===== config.mk =====
export PLATFORM = sky130hd
export DESIGN_NAME = sha256_hash_engine
export DESIGN_NICKNAME = d
export VERILOG_FILES = /design/src/rtl/sha_pkg.sv /design/src/rtl/sha_core.sv /design/src/rtl/sha256_hash_engine.sv
export SDC_FILE = /design/constraint.sdc
export NUM_CORES = 2
export LEC_CHECK = 0
export BUFFER_PORTS_ARGS = -buffer_cell sky130_fd_sc_hd__buf_2
export CELL_PAD_IN_SITES_DETAIL_PLACEMENT = 1
export CELL_PAD_IN_SITES_GLOBAL_PLACEMENT = 2
export CORE_MARGIN = 2
export CORE_UTILIZATION = 35
export CTS_CLUSTER_DIAMETER = 200
export DETAILED_ROUTE_END_ITERATION = 12
export GPL_TIMING_DRIVEN = 1
export PLACE_DENSITY = 0.63
export SLEW_MARGIN = 20
export SYNTH_ARGS = -nofsm -noshare
export SYNTH_HDL_FRONTEND = slang
export SYNTH_SLANG_ARGS = --single-unit

===== constraint.sdc =====
create_clock -name i_clk -period 31.5 [get_ports i_clk]
set_clock_uncertainty 0.2 [all_clocks]
set_input_delay 6.3 -clock i_clk [delete_from_list [all_inputs] [get_ports i_clk]]
set_output_delay 6.3 -clock i_clk [all_outputs]
set_load 0.01 [all_outputs]

===== src/rtl/sha_pkg.sv =====
// Package: SHA-256 engine types, constants and round functions.
`default_nettype none
package sha_pkg;
    typedef struct packed {
        logic [7:0] data_byte;
        logic       byte_present;
        logic       end_of_message;
    } t_in_beat;

    typedef struct packed {
        logic [31:0] digest_word;
        logic [2:0]  word_index;
        logic        last_word;
    } t_out_beat;

    typedef enum logic [3:0] {
        ST_IDLE, ST_LOAD, ST_ROUND, ST_ADD, ST_PAD, ST_LEN, ST_EMIT, ST_CLEAR
    } t_state;

    typedef struct packed {
        logic       start;
    } t_core_ctl;

    localparam logic [31:0] H_INIT [8] = '{
        32'h6a09e667, 32'hbb67ae85, 32'h3c6ef372, 32'ha54ff53a,
        32'h510e527f, 32'h9b05688c, 32'h1f83d9ab, 32'h5be0cd19};

    localparam logic [31:0] K_TAB [64] = '{
        32'h428a2f98, 32'h71374491, 32'hb5c0fbcf, 32'he9b5dba5, 32'h3956c25b, 32'h59f111f1,
        32'h923f82a4, 32'hab1c5ed5, 32'hd807aa98, 32'h12835b01, 32'h243185be, 32'h550c7dc3,
        32'h72be5d74, 32'h80deb1fe, 32'h9bdc06a7, 32'hc19bf174, 32'he49b69c1, 32'hefbe4786,
        32'h0fc19dc6, 32'h240ca1cc, 32'h2de92c6f, 32'h4a7484aa, 32'h5cb0a9dc, 32'h76f988da,
        32'h983e5152, 32'ha831c66d, 32'hb00327c8, 32'hbf597fc7, 32'hc6e00bf3, 32'hd5a79147,
        32'h06ca6351, 32'h14292967, 32'h27b70a85, 32'h2e1b2138, 32'h4d2c6dfc, 32'h53380d13,
        32'h650a7354, 32'h766a0abb, 32'h81c2c92e, 32'h92722c85, 32'ha2bfe8a1, 32'ha81a664b,
        32'hc24b8b70, 32'hc76c51a3, 32'hd192e819, 32'hd6990624, 32'hf40e3585, 32'h106aa070,
        32'h19a4c116, 32'h1e376c08, 32'h2748774c, 32'h34b0bcb5, 32'h391c0cb3, 32'h4ed8aa4a,
        32'h5b9cca4f, 32'h682e6ff3, 32'h748f82ee, 32'h78a5636f, 32'h84c87814, 32'h8cc70208,
        32'h90befffa, 32'ha4506ceb, 32'hbef9a3f7, 32'hc67178f2};

    function automatic logic [31:0] rotr(input logic [31:0] x, input int n);
        rotr = (x >> n) | (x << (32 - n));
    endfunction
    function automatic logic [31:0] ssig0(input logic [31:0] x);
        ssig0 = rotr(x, 7) ^ rotr(x, 18) ^ (x >> 3);
    endfunction
    function automatic logic [31:0] ssig1(input logic [31:0] x);
        ssig1 = rotr(x, 17) ^ rotr(x, 19) ^ (x >> 10);
    endfunction
    function automatic logic [31:0] bsig0(input logic [31:0] x);
        bsig0 = rotr(x, 2) ^ rotr(x, 13) ^ rotr(x, 22);
    endfunction
    function automatic logic [31:0] bsig1(input logic [31:0] x);
        bsig1 = rotr(x, 6) ^ rotr(x, 11) ^ rotr(x, 25);
    endfunction
endpackage
`default_nettype wire


===== src/rtl/sha_core.sv =====
// Compression core: working variables, 16-word schedule window, one round a cycle.
`default_nettype none
module sha_core (
    input  wire logic              i_clk,
    input  wire logic              i_rst_n,
    input  wire sha_pkg::t_core_ctl i_ctl,
    input  wire logic [31:0]       i_h [8],
    input  wire logic [31:0]       i_w,
    input  wire logic              i_w_load,
    output logic [31:0]            o_v [8],
    output logic                   o_done
);
    import sha_pkg::*;
    logic [31:0] r_w [16];
    logic [31:0] r_v [8];
    logic [5:0]  r_t;
    logic        r_busy, r_done;
    logic [31:0] n_wnew, wt, t1, t2;

    always_comb begin
        n_wnew = r_w[0] + ssig0(r_w[1]) + r_w[9] + ssig1(r_w[14]);
        wt = r_w[0];
        t1 = r_v[7] + bsig1(r_v[4]) + ((r_v[4] & r_v[5]) ^ (~r_v[4] & r_v[6]))
             + K_TAB[r_t] + wt;
        t2 = bsig0(r_v[0]) + ((r_v[0] & r_v[1]) ^ (r_v[0] & r_v[2]) ^ (r_v[1] & r_v[2]));
    end

    always_ff @(posedge i_clk) begin
        if (!i_rst_n) begin
            r_busy <= 1'b0;
            r_done <= 1'b0;
            r_t    <= '0;
        end else begin
            r_done <= r_busy && !i_ctl.start && (r_t == 6'd63);
            if (i_w_load) begin
                for (int i = 0; i < 15; i++) r_w[i] <= r_w[i+1];
                r_w[15] <= i_w;
            end
            if (i_ctl.start) begin
                r_busy <= 1'b1;
                r_t    <= '0;
                for (int i = 0; i < 8; i++) r_v[i] <= i_h[i];
            end else if (r_busy) begin
                for (int i = 0; i < 15; i++) r_w[i] <= r_w[i+1];
                r_w[15] <= n_wnew;
                r_v[7] <= r_v[6]; r_v[6] <= r_v[5]; r_v[5] <= r_v[4];
                r_v[4] <= r_v[3] + t1;
                r_v[3] <= r_v[2]; r_v[2] <= r_v[1]; r_v[1] <= r_v[0];
                r_v[0] <= t1 + t2;
                r_t <= r_t + 6'd1;
                if (r_t == 6'd63) r_busy <= 1'b0;
            end
        end
    end
    assign o_v = r_v;
    assign o_done = r_done;
endmodule
`default_nettype wire


===== src/rtl/sha256_hash_engine.sv =====
// SHA-256 engine: byte intake into block memory, sequencer, digest output.
//
// Input channel: one beat carries at most one message byte (byte_present)
// and an end-of-message flag; the byte of an end beat is taken first.
// Bytes are packed big-endian into a 16 x 32 block memory (synchronous,
// registered read). Each byte is accepted, then written back in a
// read-modify-write step while the input is stalled. A byte that fills
// the block stalls the input for start, load, rounds (one round per
// cycle in the core), finish and add. End of message: padding is written
// into the block memory one word a cycle, one or two compressions
// follow, then eight digest beats h0..h7 leave through an output
// register. A stalled output beat holds; the engine waits. After the
// eighth beat the chaining words return to the initial values word by
// word and the next message may start. Reset (synchronous, active low)
// restores the initial values through the same clearing pass; input is
// stalled meanwhile. Lengths wrap mod 2^61.
`default_nettype none
module sha256_hash_engine (
    input  wire logic              i_clk,
    input  wire logic              i_rst_n,
    input  wire logic              i_valid,
    output logic                   o_stall,
    input  wire sha_pkg::t_in_beat i_data,
    output logic                   o_valid,
    input  wire logic              i_stall,
    output sha_pkg::t_out_beat     o_data
);
    import sha_pkg::*;

    logic [31:0] r_blk [16];
    logic [31:0] r_rd;
    logic [31:0] r_h [8];
    logic [60:0] r_cnt;
    t_state      r_st, n_st;
    logic [4:0]  r_i;
    logic        r_eom, r_twice, r_rmw, r_byte_pend, r_pad_blk;
    logic [7:0]  r_byte;
    logic        r_ov;
    t_out_beat   r_ob;

    logic        acc;
    logic [3:0]  rd_addr;
    t_core_ctl   ctl;
    logic [31:0] cv [8];
    logic        cdone;
    logic [5:0]  pos;
    logic [63:0] bits;
    logic [31:0] padw;
    logic [3:0]  pidx;
    logic [1:0]  bsel;
    logic [31:0] merged;

    assign pos = r_cnt[5:0];
    assign bits = {r_cnt, 3'b000};
    assign acc = i_valid && !o_stall;
    assign o_stall = (r_st != ST_IDLE) || r_rmw || r_byte_pend || r_eom;
    assign bsel = pos[1:0];
    assign pidx = 4'(r_i - 5'd1);

    always_comb begin
        merged = r_rd;
        case (bsel)
            2'd0: merged[31:24] = r_byte;
            2'd1: merged[23:16] = r_byte;
            2'd2: merged[15:8]  = r_byte;
            default: merged[7:0] = r_byte;
        endcase
    end

    // padding word pidx of the tail block (r_twice: second block of two)
    always_comb begin
        logic [5:0] base;
        base = {pidx, 2'b00};
        padw = '0;
        if (!r_twice) begin
            for (int b = 0; b < 4; b++) begin
                if (6'(base + 6'(b)) == pos) padw[31-8*b -: 8] = 8'h80;
                else if (6'(base + 6'(b)) < pos) padw[31-8*b -: 8] = r_rd[31-8*b -: 8];
            end
        end
        if (pidx == 4'd14 && !(r_eom && pos >= 6'd56 && !r_twice)) padw = bits[63:32];
        if (pidx == 4'd15 && !(r_eom && pos >= 6'd56 && !r_twice)) padw = bits[31:0];
    end

    always_comb begin
        rd_addr = pos[5:2];
        if (r_st == ST_LOAD || r_st == ST_PAD) rd_addr = r_i[3:0];
        if (r_st == ST_IDLE && !r_rmw && r_eom) rd_addr = 4'd0;
    end
    always_ff @(posedge i_clk) r_rd <= r_blk[rd_addr];

    sha_core u_core (
        .i_clk(i_clk), .i_rst_n(i_rst_n), .i_ctl(ctl), .i_h(r_h),
        .i_w(r_rd), .i_w_load(r_st == ST_LOAD && r_i != 5'd0),
        .o_v(cv), .o_done(cdone));

    always_comb begin
        n_st = r_st;
        case (r_st)
            ST_IDLE: begin
                if (!r_rmw && r_byte_pend) n_st = ST_LOAD;
                else if (!r_rmw && !r_byte_pend && r_eom) n_st = ST_PAD;
            end
            ST_LOAD:  if (r_i == 5'd16) n_st = ST_ROUND;
            ST_ROUND: if (cdone) n_st = ST_ADD;
            ST_ADD: begin
                if (r_i[2:0] == 3'd7) begin
                    if (!r_eom) n_st = ST_IDLE;
                    else if (r_pad_blk && (r_twice || pos < 6'd56)) n_st = ST_EMIT;
                    else n_st = ST_PAD;
                end
            end
            ST_PAD:   if (r_i == 5'd16) n_st = ST_LOAD;
            ST_EMIT:  if (!r_ov && r_i[3]) n_st = ST_CLEAR;
            ST_CLEAR: if (r_i[2:0] == 3'd7) n_st = ST_IDLE;
            default:  n_st = ST_IDLE;
        endcase
    end

    always_comb begin
        ctl.start = (r_st == ST_LOAD && r_i == 5'd16);
    end

    always_ff @(posedge i_clk) begin
        if (r_rmw) r_blk[pos[5:2]] <= merged;
        if (r_st == ST_PAD && r_i != 5'd0) r_blk[pidx] <= padw;
    end

    always_ff @(posedge i_clk) begin
        if (!i_rst_n) begin
            r_st <= ST_CLEAR;
            r_i <= '0;
            r_cnt <= '0;
            r_eom <= 1'b0;
            r_twice <= 1'b0;
            r_rmw <= 1'b0;
            r_byte_pend <= 1'b0;
            r_pad_blk <= 1'b0;
            r_ov <= 1'b0;
        end else begin
            r_st <= n_st;
            r_rmw <= acc && i_data.byte_present;
            if (acc) begin
                r_byte <= i_data.data_byte;
                r_eom <= i_data.end_of_message;
                r_twice <= 1'b0;
            end
            r_byte_pend <= r_rmw && (pos == 6'd63);
            if (r_rmw) r_cnt <= r_cnt + 61'd1;
            case (r_st)
                ST_IDLE: r_i <= '0;
                ST_LOAD: r_i <= (r_i == 5'd16) ? 5'd0 : r_i + 5'd1;
                ST_ROUND: r_i <= '0;
                ST_ADD: begin
                    r_h[r_i[2:0]] <= r_h[r_i[2:0]] + cv[r_i[2:0]];
                    if (r_i[2:0] == 3'd7) begin
                        r_i <= '0;
                        r_pad_blk <= 1'b0;
                        // tail did not fit: a second padding block follows
                        if (r_eom && r_pad_blk && !r_twice && pos >= 6'd56)
                            r_twice <= 1'b1;
                    end else begin
                        r_i <= r_i + 5'd1;
                    end
                end
                ST_PAD: begin
                    r_i <= (r_i == 5'd16) ? 5'd0 : r_i + 5'd1;
                    if (r_i == 5'd16) r_pad_blk <= 1'b1;
                end
                ST_EMIT: begin
                    if (!r_ov || !i_stall) begin
                        if (!r_i[3]) begin
                            r_ov <= 1'b1;
                            r_ob.digest_word <= r_h[r_i[2:0]];
                            r_ob.word_index <= r_i[2:0];
                            r_ob.last_word <= (r_i[2:0] == 3'd7);
                            r_i <= r_i + 5'd1;
                        end else begin
                            r_ov <= 1'b0;
                            if (!r_ov) r_i <= '0;
                        end
                    end
                end
                ST_CLEAR: begin
                    r_h[r_i[2:0]] <= H_INIT[r_i[2:0]];
                    r_i <= r_i + 5'd1;
                    r_cnt <= '0;
                    r_eom <= 1'b0;
                    r_twice <= 1'b0;
                end
                default: r_i <= '0;
            endcase
        end
    end

    assign o_valid = r_ov;
    assign o_data = r_ob;
endmodule
`default_nettype wire


# ---- After elaboration in Yosys (flattened, before gate mapping)
# Memory sizes are Yosys's and may differ from the RTL's. A register that Yosys moved wholly into a read port is not among the register bits.
# Index checks and enable logic that the tools add are counted.
dict set report totals {
  ram_bits 1024
  n_memories 4
  word_cells 283
  reg_bits 640
  output_inout_bits 38
  romBits 2304
}
dict set report classes {
  mux 89
  n_bitwise 47
  n_eq_ne 27
  reduce_logical 56
  addsub 18
  n_lt_le_gt_ge 9
}
# name depth width rd rd_clocked_by_memory_dff write_ports line
set memory_table {}
lappend memory_table {{(name not given)} 64 32 1 0 0 sha_core.sv:24} ;# + K_TAB[r_t] + wt;
lappend memory_table {r_blk 16 32 1 1 2 sha256_hash_engine.sv:30} ;# logic [31:0] r_blk [16];
lappend memory_table {u_core.r_w 16 32 16 0 16 sha_core.sv:14} ;# logic [31:0] r_w [16];
lappend memory_table {{(name not given)} 8 32 1 0 0 sha256_hash_engine.sv:185} ;# r_h[r_i[2:0]] <= H_INIT[r_i[2:0]];
# op count
set ops {}
lappend ops {{2-to-1 mux 32 bit} 28}
lappend ops {{bitwise mux 256 bit} 2}
lappend ops {{2-to-1 mux 256 bit} 2}
lappend ops {{case mux 256 bit (2 select lines)} 1}
lappend ops {{adder 32 bit} 11}
lappend ops {{XOR 32 bit} 9}
lappend ops {{binary-select mux 32 bit (select 3 bit)} 2}
lappend ops {{AND 32 bit} 5}
lappend ops {{demux 32 bit (select 3 bit)} 1}
lappend ops {{2-to-1 mux 8 bit} 12}
lappend ops {{adder 61 x 1 -> 61 bit (second input constant)} 1}
lappend ops {{2-to-1 mux 4 bit} 10}
lappend ops {{inverter 32 bit} 1}
lappend ops {{OR 10 x 32 -> 32 bit} 1}
lappend ops {{OR 13 x 32 -> 32 bit} 1}
lappend ops {{OR 14 x 32 -> 32 bit} 1}
lappend ops {{OR 15 x 32 -> 32 bit} 1}
lappend ops {{OR 19 x 32 -> 32 bit} 1}
lappend ops {{OR 21 x 32 -> 32 bit} 1}
lappend ops {{OR 25 x 32 -> 32 bit} 1}
lappend ops {{OR 26 x 32 -> 32 bit} 1}
lappend ops {{OR 30 x 32 -> 32 bit} 1}
lappend ops {{OR 7 x 32 -> 32 bit} 1}
lappend ops {{XOR 32 x 22 -> 32 bit} 1}
lappend ops {{50 further kinds} 150}

# ---- Logic depth before layout (Yosys ltp)
dict set report logic_depth {
  word_depth 10
  mapped_depth 41
  mapped_depth_nobuf 38
}

# ---- Hierarchy
# From an unflattened synthesis, not the netlist that was laid out.
dict set report hier_totals {
  hier_cells 7411
  hier_area_um2 90331.6
}
# module cells_per_inst seq_area_each_um2 instances area_per_inst_um2
set by_module_without_submodules {}
lappend by_module_without_submodules {sha256_hash_engine 4107 26525.4 1 47370.4}
lappend by_module_without_submodules {sha_core 3304 23222.3 1 42961.2}

# ---- Worst setup path before layout
# OpenSTA, ideal clock, no wires.
dict set report synth_path {
  kind {input-to-reg}
  start {in i_rst_n}
  end {reg u_core.r_busy}
  arrival_ps 26474
  path_buffers 1
  required_ps 31163
  slack_ps 4689
  setup_ps 137
  cell_stages 3
  path_cell_list {clkbuf_1 -> a21boi_0 -> o31a_1}
}
# element line
set synth_rtl {}
lappend synth_rtl {{from (decl)} sha256_hash_engine.sv:20} ;# input wire logic i_rst_n,
lappend synth_rtl {{to (signal assigned)} sha_core.sv:30} ;# r_busy <= 1'b0;
lappend synth_rtl {{to (signal assigned)} sha_core.sv:40} ;# r_busy <= 1'b1;
lappend synth_rtl {{to (signal assigned)} sha_core.sv:51} ;# if (r_t == 6'd63) r_busy <= 1'b0;
lappend synth_rtl {{to (decl)} sha_core.sv:17} ;# logic r_busy, r_done;

# ---- Final worst setup path
dict set report layout_path {
  start {reg u_core.r_t[0]}
  end {reg u_core.r_v (netlist bit u_core.o_v[255]) (data pin)}
}
dict set report layout_between {
  elab_chain_cells 9
}
# element line
set layout_lines {}
lappend layout_lines {{from (decl)} sha_core.sv:16} ;# logic [5:0] r_t;
lappend layout_lines {{from (signal assigned)} sha_core.sv:50} ;# r_t <= r_t + 6'd1;
lappend layout_lines {{inverter 6 -> 7 bit (implied by the code)} sha_core.sv:24}
lappend layout_lines {{memory read (64 x 32 bit)} -}
lappend layout_lines {{2-to-1 mux 32 bit (implied by the code) (2 in a row)} sha_core.sv:24}
lappend layout_lines {{adder 32 bit (2 in a row)} sha_core.sv:24}
lappend layout_lines {{adder 32 bit} sha_core.sv:49} ;# r_v[0] <= t1 + t2;
lappend layout_lines {{2-to-1 mux 256 bit} sha_core.sv:43} ;# end else if (r_busy) begin
lappend layout_lines {{2-to-1 mux 256 bit} sha_core.sv:39} ;# if (i_ctl.start) begin
lappend layout_lines {{to (decl)} sha_core.sv:15} ;# logic [31:0] r_v [8];
# Every way passes these cells. The select of a mux whose other input is x is not followed.
# A chain may end at the register's enable or synchronous reset.

==> summary.md <==
| Metric | Value |
|---|---|
| Cell variety after synth | `92` |
| Final period utilization | `0.370` |
| Syn Nets | `8658` |
| Vias in the first global route | `~66000` |
| FF-to-FF Start | `u_core.r_t[0]$_SDFFE_PP0P_` |
| Most frequent cell after synthesis | `edfxtp_1` |
| Total core area | `259000 um^2` |
| Synth Area in Simple Gates | `0.132` |
| Commonest cells post-synth | `1580 x edfxtp_1, 1350 x nand2_1, 1070 x nor2_1, 697 x a21oi_1, 451 x clkbuf_1` |
| Bufs and invs on worst path | `4` |
| Largest family of logic cells by synthesized area | `simple AND/OR/NAND/NOR gates` |
| Cts bufs inserted | `just under 200` |
| Clock latency on the worst-skew pair | `between 800 and 900 ps` |
| Post-Synthesis Cells | `8262` |
| Post-CTS Resized | `0` |
| Post-synth top area share | `0.522` |
| Placed instance area | `94400 um^2` |
| Worst-Margin Slew | `around 1200 ps` |
| Max Fclk | `85.8 MHz` |
| Chip width | `513 um` |
| P_leak | `approximately 35 nW` |
| Io pins | `52` |
| Root Buffer | `clkbuf_16` |
| Critical path class | `flip-flop to flip-flop` |
| CTS tree | `yes` |
| Number of flops mapped to enable cells by yosys | `~1600` |
| Drt drc | `0` |
| Crit-path max FO | `36` |
| Synth Area in Compound Gates | `0.124` |
| Setup violators final | `0` |
| Post-synthesis xor/xnor area fraction | `0.0430` |
| Die Footprint | `roughly 260000 um^2` |
| Total negative slack | `0 ps` |
| Slowest stage delay, CP | `1030 ps` |
| Max-capacitance violation count | `0` |
| Initial antenna violation count | `8` |
| Hold slack | `182 ps` |
| # hold bufs at CTS | `0` |
| DRT Pass-1 Iters | `6` |
| Die height | `513 um` |
| PnR worst setup slack | `19840 ps` |
| Cell area after layout | `101000 um^2` |
| Hold Path Class | `flip-flop to flip-flop` |
| Crit-path slowest cell | `ha_1` |
| Tmin final | `11660 ps` |
| Async set or reset register ratio after synthesis | `0` |
| Clk sinks | `1695` |
| Main flop type after synthesis | `edfxtp_1` |
| Total track usage | `0.252` |
| Post CTS Setup Buffer Count | `0` |
| Post-synthesis mux area share | `0.0463` |
| Crit. End Element | `flip-flop` |
| Routed WL per cell | `between 20 and 30 um` |
| Cell family with most CP delay | `adder cells` |
| Largest net degree at the start of global routing | `150` |
| Status | `complete, no violations` |
| Antenna-violating nets left | `0` |
| Relative slew slack | `0.224` |
| Area delta synth->final | `11.1%` |
| Hold Startpoint | `u_core.r_w[0][491]$_DFFE_PP_` |
| First-pass GRT wire length | `481000 um` |
| Synth Cell Area | `slightly above 90000 um^2` |
| Crit path launch | `u_core.r_t[0]$_SDFFE_PP0P_` |
| Final #Nets | `around 8400` |
| Vias per inst | `roughly 5.5` |
| Clock transition at path regs | `approximately 60 ps` |
| GR Overflow Total | `0` |
| Worst VDD drop | `0.0560 mV` |
| Adder-cell share of the synthesized area | `0.0705` |
| Avg Cell Area, Syn | `11.0 um^2` |
| Final wirelength | `roughly 340000 um` |
| Worst EP arrival | `12070 ps` |
| Register area share after synthesis | `0.548` |
| Power Density | `~57 nW/um^2` |
| Share of cells above drive strength 1 | `0.115` |
| Most used cell, CP | `o21ai_0` |
| Longest Clk Path Bufs | `3` |
| Power after layout | `0.00574 W` |
| RD Place Congestion | `0.883` |
| H-tree depth | `4` |
| IO buf count | `51` |
| Slew Limit Fails | `0` |
| Ys Warns | `0` |
| Area leader, netlist | `edfxtp_1` |
| Fillers | `between 20000 and 30000` |
| Fin. Hold Viols | `0` |
| Post-synthesis register bit count | `1695` |
| RSZ-0062 raised after global routing | `no` |
| Req. time, crit path | `31910 ps` |
| Starting DRC count in detailed routing | `5222` |
| Pre-CTS setup slack | `19890 ps` |
| Row count | `187` |
| Starting Density | `0.351` |
| Worst setup SP type | `flip-flop` |
| Vias | `63887` |
| DP HPWL | `231000 um` |
| Ranking of synthesized cells by area | `edfxtp_1 52%, nand2_1 5.6%, nor2_1 4.4%, fa_1 4.1%, a21oi_1 3.8%` |
[layer usage]
layer,up-vias,track usage,share of wire,routed length [um]
li1,28901,-,-,-
met3,416,0.0280,0.041,13900
met5,-,0,0.000039,13
met4,2,0.0645,0.028,9270
met1,33156,0.328,0.43,144000
met2,1412,0.443,0.50,169000
[power breakdown]
group          switching (W)  internal, W
Combinational       0.000688     0.000252
Sequential         0.0000263      0.00248
Clock               0.000997      0.00129
Total                0.00171      0.00403
[cell type report]
type | instances | area [um^2] | area share
sequential | 1695 | 49800 | 0.493
multi-input combinational | 5740 | 38300 | 0.379
clock buffer | 248 | 5130 | 0.0509
tap | 3402 | 4260 | 0.0422
clock inverter | 117 | 1290 | 0.0128
timing repair buffer | 172 | 1230 | 0.0122
inverter | 245 | 920 | 0.00912
antenna | 6 | 15.0 | 0.000149
[flip-flops by register name, indices dropped and copies added (netlist names), 3 cells and up]
name / cells
u_core.o_v: 256
u_core.r_t: 6
r_cnt: 61
r_st: 3
u_core.r_w: 512
r_i: 5
r_h: 256
r_blk: 512
r_byte: 8
r_rd: 32
o_data: 36
[cells by family after synthesis]
group,after synthesis
AO/OA/AOI/OAI,1754
XOR/XNOR,443
adder cells (fa/ha/maj),403
buffers and inverters,827
flip-flops,1695
multiplexers,246
AND/OR/NAND/NOR,2894
[metrics by stage]
stage          utilization  instances
2_1_floorplan            -       8262
3_3_place_gp         0.365      11254
3_5_place_dp         0.365      11254
4_1_cts              0.390      11619
5_1_grt              0.390      11620
6_report             0.390      11625
[path summary, 6_finish.rpt]
check                                  to  slack (ps)  cells past startpoint
max             u_core.o_v[255]$_DFFE_PP_       19840                     35
min          u_core.r_w[0][459]$_DFFE_PP_         180                      0
max reg2reg     u_core.o_v[255]$_DFFE_PP_       19840                     35
min reg2reg  u_core.r_w[0][459]$_DFFE_PP_         180                      0
[placed cells by master (no fill, tap or decap), types with 185 or more instances in the layout]
master / Yosys / routed
fa_1: 188 / 188
ha_1: 194 / 194
o21ai_0: 203 / 185
clkbuf_16: 0 / 196
xnor2_1: 296 / 296
nor2_1: 1070 / 1047
nand2_1: 1350 / 1347
edfxtp_1: 1580 / 1580
a21oi_1: 697 / 697
inv_1: 239 / 239
Note: power is estimated with default switching activity, not from simulation.
